--- src/design/tcw_pkg.sv ---
// Shared types, codes and constants of the text console character writer.
package tcw_pkg;

  localparam int ROW_W   = 6;
  localparam int COL_W   = 7;
  localparam int CHAR_W  = 8;
  localparam int OP_W    = 2;
  localparam int ROWS_W  = 7;
  localparam int KIND_W  = 4;

  localparam int MAX_ROWS_DEF = 50;
  localparam int COLUMNS_DEF  = 80;

  localparam logic [ROW_W-1:0] ROW_COUNT_RESET = 6'd25;

  localparam logic [OP_W-1:0] OP_PUT  = 2'd0;
  localparam logic [OP_W-1:0] OP_MOVE = 2'd1;
  localparam logic [OP_W-1:0] OP_READ = 2'd2;
  localparam logic [OP_W-1:0] OP_NONE = 2'd3;

  localparam logic [CHAR_W-1:0] CH_BELL  = 8'h07;
  localparam logic [CHAR_W-1:0] CH_BS    = 8'h08;
  localparam logic [CHAR_W-1:0] CH_TAB   = 8'h09;
  localparam logic [CHAR_W-1:0] CH_LF    = 8'h0A;
  localparam logic [CHAR_W-1:0] CH_FF    = 8'h0C;
  localparam logic [CHAR_W-1:0] CH_CR    = 8'h0D;
  localparam logic [CHAR_W-1:0] CH_BLANK = 8'h20;

  // Command classes handed from the front to the back.
  localparam logic [KIND_W-1:0] K_NOP   = 4'd0;
  localparam logic [KIND_W-1:0] K_FF    = 4'd1;
  localparam logic [KIND_W-1:0] K_CR    = 4'd2;
  localparam logic [KIND_W-1:0] K_LF    = 4'd3;
  localparam logic [KIND_W-1:0] K_BS    = 4'd4;
  localparam logic [KIND_W-1:0] K_BELL  = 4'd5;
  localparam logic [KIND_W-1:0] K_WRITE = 4'd6;
  localparam logic [KIND_W-1:0] K_MOVE  = 4'd7;
  localparam logic [KIND_W-1:0] K_READ  = 4'd8;

  typedef struct packed {
    logic [OP_W-1:0]   op;
    logic [CHAR_W-1:0] char_code;
    logic [ROW_W-1:0]  row;
    logic [COL_W-1:0]  col;
  } in_t;

  typedef struct packed {
    logic [ROW_W-1:0]  cursor_row;
    logic [COL_W-1:0]  cursor_col;
    logic              beep;
    logic [CHAR_W-1:0] cell_char;
  } out_t;

  typedef struct packed {
    logic [KIND_W-1:0] kind;
    logic [CHAR_W-1:0] ch;
    logic [ROW_W-1:0]  row;
    logic [COL_W-1:0]  col;
  } cmd_t;

endpackage

--- src/design/tcw_front.sv ---
// Front end: accepts input transactions, classifies them, queues commands.
module tcw_front (
  input  logic            clk,
  input  logic            rst,
  input  logic            enable,
  input  logic            in_valid,
  output logic            in_ready,
  input  tcw_pkg::in_t    in_data,
  output logic            head_valid,
  output tcw_pkg::cmd_t   head,
  input  logic            pop
);

  function automatic tcw_pkg::cmd_t classify(input tcw_pkg::in_t d);
    tcw_pkg::cmd_t c;
    c.kind = tcw_pkg::K_NOP;
    c.ch   = d.char_code;
    c.row  = d.row;
    c.col  = d.col;
    unique case (d.op)
      tcw_pkg::OP_PUT: begin
        unique case (d.char_code)
          tcw_pkg::CH_FF:   c.kind = tcw_pkg::K_FF;
          tcw_pkg::CH_CR:   c.kind = tcw_pkg::K_CR;
          tcw_pkg::CH_LF:   c.kind = tcw_pkg::K_LF;
          tcw_pkg::CH_BS:   c.kind = tcw_pkg::K_BS;
          tcw_pkg::CH_BELL: c.kind = tcw_pkg::K_BELL;
          tcw_pkg::CH_TAB: begin
            c.kind = tcw_pkg::K_WRITE;
            c.ch   = tcw_pkg::CH_BLANK;
          end
          default:          c.kind = tcw_pkg::K_WRITE;
        endcase
      end
      tcw_pkg::OP_MOVE: c.kind = tcw_pkg::K_MOVE;
      tcw_pkg::OP_READ: c.kind = tcw_pkg::K_READ;
      default:          c.kind = tcw_pkg::K_NOP;
    endcase
    return c;
  endfunction

  tcw_pkg::cmd_t q [2];
  logic       wr_ptr;
  logic       rd_ptr;
  logic [1:0] count;
  logic       push;

  assign in_ready   = enable && (count != 2'd2);
  assign push       = in_valid && in_ready;
  assign head_valid = (count != 2'd0);
  assign head       = q[rd_ptr];

  always_ff @(posedge clk) begin
    if (push) begin
      q[wr_ptr] <= classify(in_data);
    end
  end

  always_ff @(posedge clk) begin
    if (rst) begin
      wr_ptr <= 1'b0;
      rd_ptr <= 1'b0;
      count  <= 2'd0;
    end else begin
      if (push) begin
        wr_ptr <= !wr_ptr;
      end
      if (pop) begin
        rd_ptr <= !rd_ptr;
      end
      count <= count + {1'b0, push} - {1'b0, pop};
    end
  end

endmodule

--- config.mk ---
export PLATFORM = sky130hd
export DESIGN_NAME = tcw_front
export DESIGN_NICKNAME = d
export VERILOG_FILES = /design/src/design/tcw_pkg.sv /design/src/design/tcw_front.sv
export SDC_FILE = /design/constraint.sdc
export NUM_CORES = 1
export LEC_CHECK = 0
export CORE_ASPECT_RATIO = 0.9
export CORE_MARGIN = 10
export CORE_UTILIZATION = 45
export CTS_CLUSTER_SIZE = 14
export DETAILED_ROUTE_END_ITERATION = 10
export DONT_BUFFER_PORTS = 1
export GPL_ROUTABILITY_DRIVEN = 0
export PLACE_DENSITY = 0.63
export SYNTH_ARGS = -nofsm -noshare
export SYNTH_HDL_FRONTEND = slang
export SYNTH_SLANG_ARGS = --single-unit
--- constraint.sdc ---
create_clock -name clk -period 2.4 [get_ports clk]
set_input_delay 0.24 -clock clk [delete_from_list [all_inputs] [get_ports clk]]
set_output_delay 0.24 -clock clk [all_outputs]
set_load 0.02 [all_outputs]
==> flow_metrics.py <==
metrics = {
    "run_status": {
        "status": "complete, no violations",
    },
    "sta": {
        "fin_worst_skew_ps": 5.39,
        "rsz0062_at_grt": "no",
        "setup_ws_ps": 510,
        "final_hold_viol_count": 0,
        "slew_viol_final": 0,
        "tightest_slew_ps": 709,
        "finalSetupViolations": 0,
        "tns_ps": 0,
        "min_period_over_period_pct": 78.7,
        "slew_headroom_pct": 52.3,
        "fmax_mhz": 529,
        "fin_crit_ps": 1890,
    },
    "synth": {
        "ys_top_cells_by_area": "edfxtp_1 68%, mux2_2 14%, dfxtp_1 4.6%",
        "synth_warnings": 0,
        "syn_avg_cell_area_um2": 17.1,
        "synthArstFlopShare_pct": 0,
        "synth-edff-count": 50,
        "synth-seq-cells": 55,
        "syn_nets": 159,
        "synth_top_area_cell": "edfxtp_1",
        "yosysUniqueCellTypes": 24,
        "synth_area_um2": 2200,
        "synthFlopType": "edfxtp_1",
        "synth_top_cell_area_share_pct": 68.3,
        "yosysSeqAreaShare_pct": 72.8,
        "syn_inst": 129,
    },
    "placed_design": {
        "dp.cells": 189,
        "dp_hpwl_um": 2790,
        "post-place-ws_ps": 539,
        "portBuffers": 0,
    },
    "floorplan": {
        "core_area_um2": 4770,
        "io_pins": 55,
        "die_width_um": 93.7,
        "die-area_um2": 8090,
        "die_h_um": 86.3,
        "rows": 24,
        "start_util_pct": 46.1,
    },
    "setup_path": {
        "critPathLaunch": "count[1]$_SDFF_PP0_",
        "crit_fanout": 4,
        "cp_slowest_cell": "o211ai_1",
        "critPathBufInv": 2,
        "cp.depth": 8,
        "arrival_ps": 2080,
        "timing.rr.start": "count[1]$_SDFF_PP0_",
        "crit_path_end_kind": "flop",
        "cp_cell_sequence": "inv_1, o211ai_1, ha_1, inv_1, ha_1, xor2_1, xnor2_1, nor2_1",
        "reg2reg_depth": 8,
        "crit_type": "flop to flop",
        "critPathMaxStageDelay_ps": 420,
        "cp-start-kind": "flop",
        "crit_required_ps": 2590,
        "crit_family": "adder cells",
    },
    "layout": {
        "finalNonFillerCells": 198,
        "fin_util_pct": 49.6,
        "fin_nets": 162,
        "drive_gt1_share_pct": 30.8,
        "antennaDiodeCount": 0,
        "syn_to_final_growth_pct": 7.62,
    },
    "worst_hold_path": {
        "hp-class": "input port to flop",
        "hold_depth": 0,
        "hold_start": "in_data[15]",
    },
    "power_and_ir_drop": {
        "power_frac_seq_pct": 61.0,
        "swShare_pct": 24.1,
        "power_density_nw_per_um2": 781,
        "intPower_mw": 1.40,
        "p_leak_nw": 0.775,
        "clkPwrFrac_pct": 25.1,
        "p_sw_mw": 0.446,
        "power_frac_comb_pct": 13.9,
        "vdd_drop_max_uv": 272,
    },
    "flow_run": {
        "cap_viol_max_count": 0,
    },
    "drt": {
        "vias": 1013,
        "post_drt_via_cell_ratio": 5.12,
        "drt-pass1-iter-count": 4,
        "routed_wl_um": 3800,
        "dr.first_iter.drc_count": 52,
        "drc": 0,
        "ant_nets": 0,
        "wl_per_cell_um": 19.2,
    },
    "clock_network": {
        "cts.path.max_buffers": 2,
        "h-tree-depth": 2,
        "cts_setup_buffers": 0,
        "clk_latency_ps": 290,
        "clock_sinks": 55,
        "cts.reportedPaths.clkPinSlew_ps": 90,
        "cts_tree": "built",
        "cts_root_buf": "clkbuf_8",
        "cts_buffers": 5,
    },
    "global_route": {
        "grtUsageTotal_pct": 9.40,
        "grt_pass1_wl_um": 5770,
        "grt_remaining_overflow": 0,
        "grt_pass1_vias": 1070,
        "antenna_found_initial": 0,
        "grt_start_max_net_pins": 26,
    },
}
[cell families after synthesis]
| logic type | synth area share [%] |
|---|---|
| AO/OA/AOI/OAI | 2.50 |
| adder cells (fa/ha/maj) | 1.14 |
| buffers and inverters | 2.33 |
| flip-flops | 72.8 |
| XOR/XNOR | 1.19 |
| AND/OR/NAND/NOR | 6.20 |
| multiplexers | 13.8 |
[power groups by stage]
stage                     Sequential (mW)  Clock [mW]  Combinational (mW)
after floorplan                      1.15           0               0.219
after global placement               1.15           0               0.253
after detailed placement             1.15           0               0.258
after CTS                            1.13       0.480               0.262
after global routing                 1.14       0.515               0.281
final                                1.13       0.464               0.257
[Yosys cell counts, drive strengths merged (2+ instances only)]
cell,instances
a31oi,2
ha,2
nor2,9
edfxtp,50
mux2,27
inv,5
dfxtp,5
xnor2,2
clkbuf,6
a21oi,2
nor2b,5
buf,2
[worst register-to-register path, delay by kind of cell, from the launching register on]
| kind | cells | cell delay [ps] |
|---|---|---|
| fa+ha+maj | 2 | 470 |
| buf+inv | 2 | 110 |
| flops | 1 | 370 |
| xor+xnor | 2 | 360 |
| simple gates | 1 | 60 |
| compound gates | 1 | 420 |
[area by class of cell]
cell class	instances	area [um2]
timing repair buffer	4	32.5
clock inverter	1	5.00
multi-input combinational	61	552
tap	65	81.3
clock buffer	7	76.3
sequential	55	1600
fill	400	2410
inverter	5	18.8
[through the flow]
| step | hold WS, ps | total power, mW | area, um2 |
|---|---|---|---|
| 6_report | 35.1 | 1.85 | 2370 |
| 5_1_grt | 12.6 | 1.93 | 2370 |
| 4_1_cts | 27.2 | 1.87 | 2370 |
| 3_5_place_dp | 315 | 1.41 | 2280 |
| 3_3_place_gp | 314 | 1.40 | 2280 |
| 2_1_floorplan | 312 | 1.37 | 2200 |
[state kept, by name (all words and copies together) (netlist names), named ones only]
| signal | count |
|---|---|
| wr_ptr | 1 |
| count | 2 |
| q | 50 |
| rd_ptr | 1 |
[per-layer routing]
| metal | routed length (um) | track usage, % | vias up | part of all wire, % |
|---|---|---|---|---|
| li1 | - | - | 486 | - |
| met1 | 1410 | 9.05 | 486 | 37 |
| met2 | 1960 | 16.2 | 34 | 52 |
| met3 | 349 | 4.93 | 7 | 9.2 |
| met4 | 81 | 4.55 | 0 | 2.1 |
| met5 | 0 | 0 | - | 0 |
[layout by cell type (no fill, tap or decap), drive strengths merged, types with 2 or more instances in the layout]
master	n
mux2	27
ha	2
dfxtp	5
buf	3
a31oi	2
xnor2	2
nor2	9
inv	5
nor2b	5
clkbuf	7
a21oi	2
edfxtp	50
[repair_timing]
action                                 CTS  global route
gates resized for setup                  0             0
hold buffers                             1             0
endpoints found under the hold margin    4             0
[final timing paths]
path	slack (ps)	endpoint
min reg2reg	510	flop
max	510	count[1]$_SDFF_PP0_
max reg2reg	510	count[1]$_SDFF_PP0_
min	40	q[1][15]$_DFFE_PP_
Power figures use the tool's default switching activity.
